$ cat src/rtl/rec_pkg.sv
package rec_pkg;

    localparam int unsigned TICK_W = 32;
    localparam int unsigned CFG_W  = 16;
    localparam int unsigned POS_W  = 16;
    localparam int unsigned EV_W   = 3;
    localparam int unsigned IDX_W  = 2;

    localparam logic [IDX_W-1:0] CFG_DEBOUNCE     = 2'd0;
    localparam logic [IDX_W-1:0] CFG_LONG_PRESS   = 2'd1;
    localparam logic [IDX_W-1:0] CFG_DOUBLE_CLICK = 2'd2;

    localparam logic [CFG_W-1:0] RST_DEBOUNCE     = 16'd50;
    localparam logic [CFG_W-1:0] RST_LONG_PRESS   = 16'd1000;
    localparam logic [CFG_W-1:0] RST_DOUBLE_CLICK = 16'd300;

    localparam logic [EV_W-1:0] EV_NONE   = 3'd0;
    localparam logic [EV_W-1:0] EV_CW     = 3'd1;
    localparam logic [EV_W-1:0] EV_CCW    = 3'd2;
    localparam logic [EV_W-1:0] EV_CLICK  = 3'd3;
    localparam logic [EV_W-1:0] EV_DOUBLE = 3'd4;
    localparam logic [EV_W-1:0] EV_LONG   = 3'd5;

    localparam logic [1:0] CLICK_MAX = 2'd3;

    typedef struct packed {
        logic encoder_a;
        logic encoder_b;
        logic switch_level;
        logic read_strobe;
        logic clear_strobe;
    } t_in;

    typedef struct packed {
        logic [EV_W-1:0]         event_code;
        logic                    rotation_pending;
        logic signed [POS_W-1:0] position_count;
    } t_out;

    typedef struct packed {
        logic [CFG_W-1:0] debounce_ticks;
        logic [CFG_W-1:0] long_press_ticks;
        logic [CFG_W-1:0] double_click_ticks;
    } t_cfg;

endpackage

$ cat src/rtl/rec_core.sv
module rec_core (
    input  logic          i_clk,
    input  logic          i_rst_n,
    input  logic          i_step,
    input  rec_pkg::t_in  i_item,
    input  rec_pkg::t_cfg i_cfg,
    output rec_pkg::t_out o_result
);
    import rec_pkg::*;

    logic [POS_W-1:0]  r_pos;
    logic              r_last_a;
    logic              r_last_sw;
    logic              r_press_active;
    logic              r_lps;
    logic [1:0]        r_clicks;
    logic [TICK_W-1:0] r_tick;
    logic [TICK_W-1:0] r_deb_stamp;
    logic [TICK_W-1:0] r_press_stamp;
    logic [TICK_W-1:0] r_rel_stamp;
    logic [EV_W-1:0]   r_event;

    logic [POS_W-1:0]  n_pos;
    logic [1:0]        n_clicks;
    logic [EV_W-1:0]   n_event;
    logic              n_press_active;
    logic              n_lps;

    logic              a_rise;
    logic              sw_accept;
    logic              press_now;
    logic              rel_now;
    logic              click_now;
    logic              long_hit;
    logic              click_hit;
    logic              pa1;
    logic              lps1;
    logic [1:0]        cc1;
    logic [1:0]        cc2;
    logic [EV_W-1:0]   ev1;
    logic [EV_W-1:0]   ev2;
    logic [EV_W-1:0]   ev3;
    logic [TICK_W-1:0] deb_age;
    logic [TICK_W-1:0] press_age;
    logic [TICK_W-1:0] rel_age;

    always_comb begin
        a_rise = i_item.encoder_a & ~r_last_a;
        n_pos  = r_pos;
        ev1    = r_event;
        if (a_rise) begin
            if (i_item.encoder_b != i_item.encoder_a) begin
                n_pos = r_pos + POS_W'(1);
                ev1   = EV_CW;
            end else begin
                n_pos = r_pos - POS_W'(1);
                ev1   = EV_CCW;
            end
        end

        deb_age   = r_tick - r_deb_stamp;
        press_age = r_tick - r_press_stamp;
        rel_age   = r_tick - r_rel_stamp;

        sw_accept = (i_item.switch_level != r_last_sw)
                    && (deb_age >= {{(TICK_W-CFG_W){1'b0}}, i_cfg.debounce_ticks});
        press_now = sw_accept & ~i_item.switch_level;
        rel_now   = sw_accept & i_item.switch_level;
        click_now = rel_now & r_press_active & ~r_lps;

        pa1  = press_now ? 1'b1 : (rel_now ? 1'b0 : r_press_active);
        lps1 = press_now ? 1'b0 : r_lps;
        cc1  = (click_now && r_clicks != CLICK_MAX) ? r_clicks + 2'd1 : r_clicks;

        // a press that starts this tick has zero age
        long_hit = pa1 & ~lps1 & ~press_now
                   & (press_age > {{(TICK_W-CFG_W){1'b0}}, i_cfg.long_press_ticks});
        n_press_active = long_hit ? 1'b0 : pa1;
        n_lps          = long_hit ? 1'b1 : lps1;
        cc2            = long_hit ? 2'd0 : cc1;
        ev2            = long_hit ? EV_LONG : ev1;

        // a release stamped this tick has zero age
        click_hit = (cc2 != 2'd0) & ~click_now
                    & (rel_age > {{(TICK_W-CFG_W){1'b0}}, i_cfg.double_click_ticks});
        ev3 = click_hit ? ((cc2 == 2'd1) ? EV_CLICK : EV_DOUBLE) : ev2;

        n_clicks = (click_hit || i_item.clear_strobe) ? 2'd0 : cc2;
        n_event  = (i_item.read_strobe || i_item.clear_strobe) ? EV_NONE : ev3;

        o_result.event_code       = ev3;
        o_result.rotation_pending = (ev3 == EV_CW) || (ev3 == EV_CCW);
        o_result.position_count   = n_pos;
    end

    always_ff @(posedge i_clk) begin
        if (!i_rst_n) begin
            r_pos          <= '0;
            r_last_a       <= 1'b0;
            r_last_sw      <= 1'b1;
            r_press_active <= 1'b0;
            r_lps          <= 1'b0;
            r_clicks       <= '0;
            r_tick         <= '0;
            r_deb_stamp    <= '0;
            r_press_stamp  <= '0;
            r_rel_stamp    <= '0;
            r_event        <= EV_NONE;
        end else if (i_step) begin
            r_pos          <= i_item.clear_strobe ? '0 : n_pos;
            r_last_a       <= i_item.encoder_a;
            r_last_sw      <= i_item.switch_level;
            r_press_active <= n_press_active;
            r_lps          <= n_lps;
            r_clicks       <= n_clicks;
            r_tick         <= r_tick + TICK_W'(1);
            r_event        <= n_event;
            if (sw_accept) begin
                r_deb_stamp <= r_tick;
            end
            if (press_now) begin
                r_press_stamp <= r_tick;
            end
            if (click_now) begin
                r_rel_stamp <= r_tick;
            end
        end
    end

`ifndef SYNTHESIS
    a_clicks_no_long: assert property (@(posedge i_clk) disable iff (!i_rst_n)
        (r_clicks != 2'd0) |-> !r_lps)
        else $error("click count pending after long press");

    a_press_no_long: assert property (@(posedge i_clk) disable iff (!i_rst_n)
        r_press_active |-> !r_lps)
        else $error("press active with long press seen");

    a_clear_pos: assert property (@(posedge i_clk) disable iff (!i_rst_n)
        (i_step && i_item.clear_strobe) |=> (r_pos == '0 && r_clicks == 2'd0
                                             && r_event == EV_NONE))
        else $error("clear did not zero state");

    a_tick_hold: assert property (@(posedge i_clk) disable iff (!i_rst_n)
        !i_step |=> $stable(r_tick))
        else $error("tick moved without an item");
`endif

endmodule

$ cat src/rtl/rotary_encoder_click_detector.sv
// Items pass the input register, combinational rule logic, then the result register.
// Throughput: 1 item per cycle unless the output stalls.
// Exactly one result per input item.
// Reset (i_rst_n low, synchronous): registers to 50/1000/300, position and counters
// zeroed, switch seen as released, no event pending, both stages empty.
module rotary_encoder_click_detector (
    input  logic                        i_clk,
    input  logic                        i_rst_n,
    input  logic                        i_in_valid,
    output logic                        o_in_stall,
    input  rec_pkg::t_in                i_in_data,
    output logic                        o_out_valid,
    input  logic                        i_out_stall,
    output rec_pkg::t_out               o_out_data,
    input  logic                        i_cfg_we,
    input  logic [rec_pkg::IDX_W-1:0]   i_cfg_idx,
    input  logic [rec_pkg::CFG_W-1:0]   i_cfg_data
);
    import rec_pkg::*;

    t_cfg r_cfg;
    t_in  r_in;
    logic r_in_valid;
    t_out r_out;
    logic r_out_valid;
    t_out result;
    logic out_free;
    logic step;
    logic in_xfer;

    assign out_free   = !r_out_valid || !i_out_stall;
    assign step       = r_in_valid && out_free;
    assign o_in_stall = r_in_valid && !out_free;
    assign in_xfer    = i_in_valid && !o_in_stall;

    assign o_out_valid = r_out_valid;
    assign o_out_data  = r_out;

    rec_core u_core (
        .i_clk    (i_clk),
        .i_rst_n  (i_rst_n),
        .i_step   (step),
        .i_item   (r_in),
        .i_cfg    (r_cfg),
        .o_result (result)
    );

    always_ff @(posedge i_clk) begin
        if (!i_rst_n) begin
            r_cfg.debounce_ticks     <= RST_DEBOUNCE;
            r_cfg.long_press_ticks   <= RST_LONG_PRESS;
            r_cfg.double_click_ticks <= RST_DOUBLE_CLICK;
        end else if (i_cfg_we) begin
            case (i_cfg_idx)
                CFG_DEBOUNCE:     r_cfg.debounce_ticks     <= i_cfg_data;
                CFG_LONG_PRESS:   r_cfg.long_press_ticks   <= i_cfg_data;
                CFG_DOUBLE_CLICK: r_cfg.double_click_ticks <= i_cfg_data;
                default: ;
            endcase
        end
    end

    always_ff @(posedge i_clk) begin
        if (!i_rst_n) begin
            r_in_valid  <= 1'b0;
            r_out_valid <= 1'b0;
        end else begin
            if (in_xfer) begin
                r_in_valid <= 1'b1;
            end else if (step) begin
                r_in_valid <= 1'b0;
            end
            if (step) begin
                r_out_valid <= 1'b1;
            end else if (!i_out_stall) begin
                r_out_valid <= 1'b0;
            end
        end
    end

    always_ff @(posedge i_clk) begin
        if (in_xfer) begin
            r_in <= i_in_data;
        end
        if (step) begin
            r_out <= result;
        end
    end

`ifndef SYNTHESIS
    a_rot_flag: assert property (@(posedge i_clk) disable iff (!i_rst_n)
        (o_out_valid && o_out_data.rotation_pending) |->
            (o_out_data.event_code == EV_CW || o_out_data.event_code == EV_CCW))
        else $error("rotation flag without rotation event");

    a_no_overwrite: assert property (@(posedge i_clk) disable iff (!i_rst_n)
        (r_in_valid && !step) |=> (r_in_valid && $stable(r_in)))
        else $error("held input item lost");
`endif

endmodule

$ cat config.mk
export PLATFORM = sky130hd
export DESIGN_NAME = rotary_encoder_click_detector
export DESIGN_NICKNAME = d
export VERILOG_FILES = /design/src/rtl/rec_pkg.sv /design/src/rtl/rec_core.sv /design/src/rtl/rotary_encoder_click_detector.sv
export SDC_FILE = /design/constraint.sdc
export NUM_CORES = 1
export LEC_CHECK = 0
export ABC_AREA = 1
export BUFFER_PORTS_ARGS = -buffer_cell sky130_fd_sc_hd__buf_2
export CAP_MARGIN = 40
export CELL_PAD_IN_SITES_DETAIL_PLACEMENT = 1
export CELL_PAD_IN_SITES_GLOBAL_PLACEMENT = 1
export CORE_MARGIN = 2
export CORE_UTILIZATION = 30
export CTS_CLUSTER_DIAMETER = 50
export DETAILED_ROUTE_END_ITERATION = 16
export PLACE_DENSITY = 0.67
export SLEW_MARGIN = 30
export SYNTH_ARGS = -nofsm -noshare
export SYNTH_HDL_FRONTEND = slang
export SYNTH_HIERARCHICAL = 1
export SYNTH_SLANG_ARGS = --single-unit
$ cat constraint.sdc
create_clock -name i_clk -period 5.1 [get_ports i_clk]
set_clock_uncertainty 0.05 [all_clocks]
set_input_delay 1.02 -clock i_clk [delete_from_list [all_inputs] [get_ports i_clk]]
set_output_delay 1.02 -clock i_clk [all_outputs]
set_load 0.03 [all_outputs]
Yosys cells after proc, flatten, opt, wreduce, memory -nomap -nowiden. Index checks and enable logic that the tools add are counted.

Output and inout bits: 22. Word-level logic and storage cells: 102. Register bits after elaboration: 228. Input port bits: 28.

$lt $le $gt $ge: 3. Eq/ne operators: 9. Bitwise logic cells: 16. Multiplexer cells: 21. Reductions and logical operators: 22. Add/subtract/negate cells: 7.

Operators by type and width (count): $sub A32 B32 Y32 (3); $gt A32 B16 Y1 (2); $mux W16 (3); $add A32 B1 Y32 const B (1); $ge A32 B16 Y1 (1); $add A16 B1 Y16 const B (1); $sub A16 B1 Y16 const B (1); $mux W3 (5); $reduce_and A2 Y1 (6); $and A1 B1 Y1 (10); $mux W1 (9); $mux W2 (4); $not A1 Y1 (6); $logic_and A1 B1 Y1 (5); $eq A2 B1 Y1 const B (2); $logic_not A1 Y1 (4); $logic_or A1 B1 Y1 (4); $reduce_bool A2 Y1 (2); $eq A3 B1 Y1 const B (1); $eq A3 B2 Y1 const B (1); $add A2 B1 Y2 const B (1); $eq A2 B2 Y1 const B (1); $logic_not A2 Y1 (1); $ne A1 B1 Y1 (2); other kinds (2) (2).

Longest topological paths before layout.
Depth in word-level cells: 16. Gate-level depth with buffers: 33. Mapped depth without buffers: 33.

By module. Netlist, hierarchy kept.

By module, submodules not included: rec_core (instances 1, cells each 2443, area an instance 14754.2 sq um, sequential area each 3062.9 sq um); rotary_encoder_click_detector (instances 1, cells each 327, area an instance 2807.7 sq um, sequential area each 1751.7 sq um).

Worst setup path after synthesis. OpenSTA, ideal clock, no wires.

Kind: input to register. Start: in i_out_stall. End: reg u_core.r_tick[28]. Data required time: 4.980 ns. Buffers on the path: 1. Stages on the path: 18. Library setup time: 0.070 ns. Setup slack: 1.047 ns. Arrival: 3.933 ns. Path through: nand2_1 -> inv_1 -> nor2_1 -> clkbuf_1 -> nand2_1 -> nor2_2 -> inv_1 -> nor2_2 -> nand4_1 -> nor2_2 -> nand2_1 -> nor4_2 -> nand2_1 -> nor2_1 -> nand3_1 -> nor4_2 -> o21ai_0 -> a21oi_1.

Longest elaborated chain between the ends: 3.

RTL lines: from (decl) (line rotary_encoder_click_detector.sv:13) `input logic i_out_stall,`; $logic_not A1 Y1; $logic_or A1 B1 Y1 (line rotary_encoder_click_detector.sv:31) `assign out_free = !r_out_valid || !i_out_stall;`; $logic_and A1 B1 Y1 (line rotary_encoder_click_detector.sv:32) `assign step = r_in_valid && out_free;`; net step (line rotary_encoder_click_detector.sv:28) `logic step;`; to (signal assigned) (line rec_core.sv:116) `r_tick <= r_tick + TICK_W'(1);`; to (decl) (line rec_core.sv:17) `logic [TICK_W-1:0] r_tick;`.

The timed path passes the listed nets, and every way through them passes these cells. A chain may end at the register's enable or synchronous reset.

==> impl_metrics.ini <==
[clocking]
cts.clk_slew.worst_paths_ps = 60
holdBufCountCts = 0
cts_root_buffer = clkbuf_16
clock_path_buffers = 3
insertion_delay_ps = 570
cts_buffers = 36
cts_sinks = 228
cts_tree = yes
cts-htree-levels = 2
post_cts_buffers = 0

[route]
drc_errors = 0
vias_per_cell = 4.85
dr.pass1.iters = 5
drt_iter0_drc = 729
vias = 17600
wl_mm = 60.1
drt-wirelength-per-cell_um = 16.6
ant_nets = 0

[die]
die_area_um2 = 60500
die_w_um = 246
placementRows = 88
start_util_pct = 30.4
core_um2 = 57800
io_pins = 50
dieHeight_um = 246

[synthesis]
synth_fp_nets = 2959
post-synth-top-count-cell = nand2_1
yosys_warnings = 6
synth_edf_count = 25
yosys.area_share.adder_pct = 11.6
yosys.area_share.simple_pct = 30.1
ys.flop_type = dfxtp_1
synth_top_cell_by_area = dfxtp_1
muxShareOfSynthArea_pct = 0
ys_async_sr_fraction_pct = 0
synth-xor-area-share_pct = 3.64
netlist_top_cells_count = nand2_1 (743), inv_1 (516), a21oi_1 (262)
avgSynthCellArea_um2 = 6.34
yosysTopAreaCellShare_pct = 23.1
ys_seq_elements = 228
synth.lib_cells_used.distinct = 56
yosys-top-cells-area = dfxtp_1 (23%), nand2_1 (16%), ha_1 (11%)
synth_top_family_by_area = simple AND/OR/NAND/NOR gates
synth_compound_area_share_pct = 14.4
ys_seq_area_share_pct = 27.4
syn-cell-area_um2 = 17600
netlist_instances = 2770

[place]
place_congestion = 0.855
placedCellCount = 3561
hpwl_mm = 48.4
numPortBuffers = 49

[sta]
clock.fmax_mhz = 210
hold_viol = 0
maxSlewHeadroom_pct = 53.3
grt_setup_unrepaired = no
period_share_pct = 93.4
setup_violations = 0
min_period_ps = 4760
fin_tns_setup_ps = 0
maxSlewViolCount = 0
worst_slew_pin_slew_ps = 700

[cells_and_area]
diodes = 0
fin_cells = 3627
syn_to_final_growth_pct = 14.4
fillers = 7479
drive_above_1_share_pct = 7.69
layout.nets = 3024

[power]
ir_drop_mv = 0.228
pwr_density_cell_nw_per_um2 = 290
p_leak_uw = 0.0101

[grt]
grt_max_degree = 101
grt.overflow.total = 0
grt_first_pass_wirelength_mm = 96.6
grt_pass1_vias = 18300
track_usage_pct = 20.0
antenna_found_initial = 0

[critical_path]
cpMostUsedCell = nand2_1
cp_max_fo = 6
crit_type = flip-flop to flip-flop
crit_path_max_incr_delay_ps = 430
cp.arrival_ps = 5050
crit_path_start_kind = flip-flop
worstPathRequired_ps = 5380
reg2regPathDepth = 30
cp_slowest_cell = dfxtp_1
endpoint_kind = flip-flop
cp_num_cells = 30
crit_buf_inv = 3
crit_family = simple AND/OR/NAND/NOR gates

[hold_path]
min_delay_path_depth = 2
hp-class = flip-flop to flip-flop

[status]
status = complete, no violations

[job]
maxCapViolCount = 0
[logic make-up after synthesis]
group | Yosys count
DFF | 228
buffers and inverters | 588
AOI/OAI and AO/OA | 474
and+or+nand+nor | 1246
adders and majority gates | 161
xor gates and xnor gates | 73
[sequential cells by signal, indices dropped and copies added (netlist names)]
| name | flops |
|---|---|
| r_cfg | 48 |
| o_out_data | 20 |
| u_core/r_press_stamp | 32 |
| u_core/r_deb_stamp | 32 |
| u_core/r_rel_stamp | 32 |
| u_core/r_last_a | 1 |
| u_core/r_press_active | 1 |
| r_in_valid | 1 |
| u_core/r_last_sw | 1 |
| r_in | 5 |
| o_out_valid | 1 |
| u_core/r_tick | 32 |
| u_core/r_clicks | 2 |
| u_core/r_lps | 1 |
| u_core/r_event | 3 |
| u_core/r_pos | 16 |
[per-stage QoR]
step | power [µW] | util, % | hold slack (ps) | setup slack, ps | area (µm²)
4_1_cts | 5920 | 34.7 | 409 | 167 | 20100
5_1_grt | 6160 | 34.7 | 424 | 37.4 | 20100
2_1_floorplan | 2910 | - | 377 | 1050 | 17600
3_5_place_dp | 3320 | 32.6 | 400 | 217 | 18800
3_3_place_gp | 3280 | 32.5 | 388 | 7.12 | 18800
6_report | 5830 | 34.7 | 404 | 336 | 20100
[power breakdown]
group | total [µW] | switching (µW) | internal [µW]
sequential | 1920 | 33.3 | 1890
combinational | 1360 | 914 | 444
clock | 2550 | 993 | 1550
[layout by cell type, fill, tap and decap left out, types with 5 or more instances in the layout]
| cell | netlist | routed |
|---|---|---|
| a211oi_1 | 8 | 8 |
| a21boi_0 | 7 | 6 |
| a21o_1 | 6 | 6 |
| a21oi_1 | 262 | 262 |
| a31oi_1 | 9 | 9 |
| buf_2 | 15 | 48 |
| buf_4 | 3 | 32 |
| clkbuf_16 | 0 | 36 |
| clkinv_2 | 0 | 5 |
| clkinv_4 | 0 | 5 |
| dfxtp_1 | 203 | 201 |
| edfxtp_1 | 25 | 25 |
| ha_1 | 157 | 157 |
| inv_1 | 516 | 515 |
| inv_2 | 10 | 11 |
| nand2_1 | 743 | 743 |
| nand2_2 | 19 | 19 |
| nand3_1 | 111 | 111 |
| nand3b_1 | 12 | 12 |
| nand4_1 | 22 | 22 |
| nor2_1 | 242 | 241 |
| nor2_2 | 13 | 13 |
| nor3_1 | 39 | 39 |
| nor3_2 | 5 | 5 |
| nor4_1 | 14 | 14 |
| o21a_1 | 5 | 5 |
| o21ai_0 | 153 | 153 |
| o21bai_1 | 8 | 8 |
| xnor2_1 | 16 | 16 |
| xor2_1 | 57 | 57 |
[worst reg2reg max path, delay by kind of cell, from the launching register on]
kind,cells,cell delay (ps)
flip-flops,1,430
buffers and inverters,3,210
AND/OR/NAND/NOR,23,2720
XOR/XNOR,1,230
adder cells (fa/ha/maj),3,900
[routing by layer]
layer | GRT usage [%] | part of all wire (%)
met5 | 0 | 0
met4 | 6.56 | 3.0
met3 | 2.43 | 2.5
met2 | 34.6 | 47
met1 | 25.6 | 47
[final cells by class]
| class | instances | area [µm²] | area share (%) |
|---|---|---|---|
| clock buffer | 40 | 936 | 4.66 |
| clock inverter | 25 | 297 | 1.48 |
| inverter | 529 | 1990 | 9.89 |
| multi-input combinational | 1955 | 10500 | 52.3 |
| sequential | 228 | 4820 | 24.0 |
| tap | 765 | 957 | 4.77 |
| timing repair buffer | 85 | 578 | 2.88 |
[worst paths after layout]
check / start / to / slack, ps
setup / recovery: u_core/r_press_stamp[0]$_SDFFE_PN0P_ / o_out_data[16]$_DFFE_PP_ / 340
hold / removal: u_core/r_deb_stamp[23]$_SDFFE_PN0P_ / u_core/r_deb_stamp[23]$_SDFFE_PN0P_ / 400
setup reg to reg: u_core/r_press_stamp[0]$_SDFFE_PN0P_ / o_out_data[16]$_DFFE_PP_ / 340
hold reg to reg: u_core/r_deb_stamp[23]$_SDFFE_PN0P_ / u_core/r_deb_stamp[23]$_SDFFE_PN0P_ / 400
[timing repair]
| item | CTS | global route |
|---|---|---|
| setup endpoints to repair | 0 | 41 |
| hold endpoints to repair | 0 | 0 |
| resized for setup | 0 | 4 |
(Power assumes the default switching activity.)
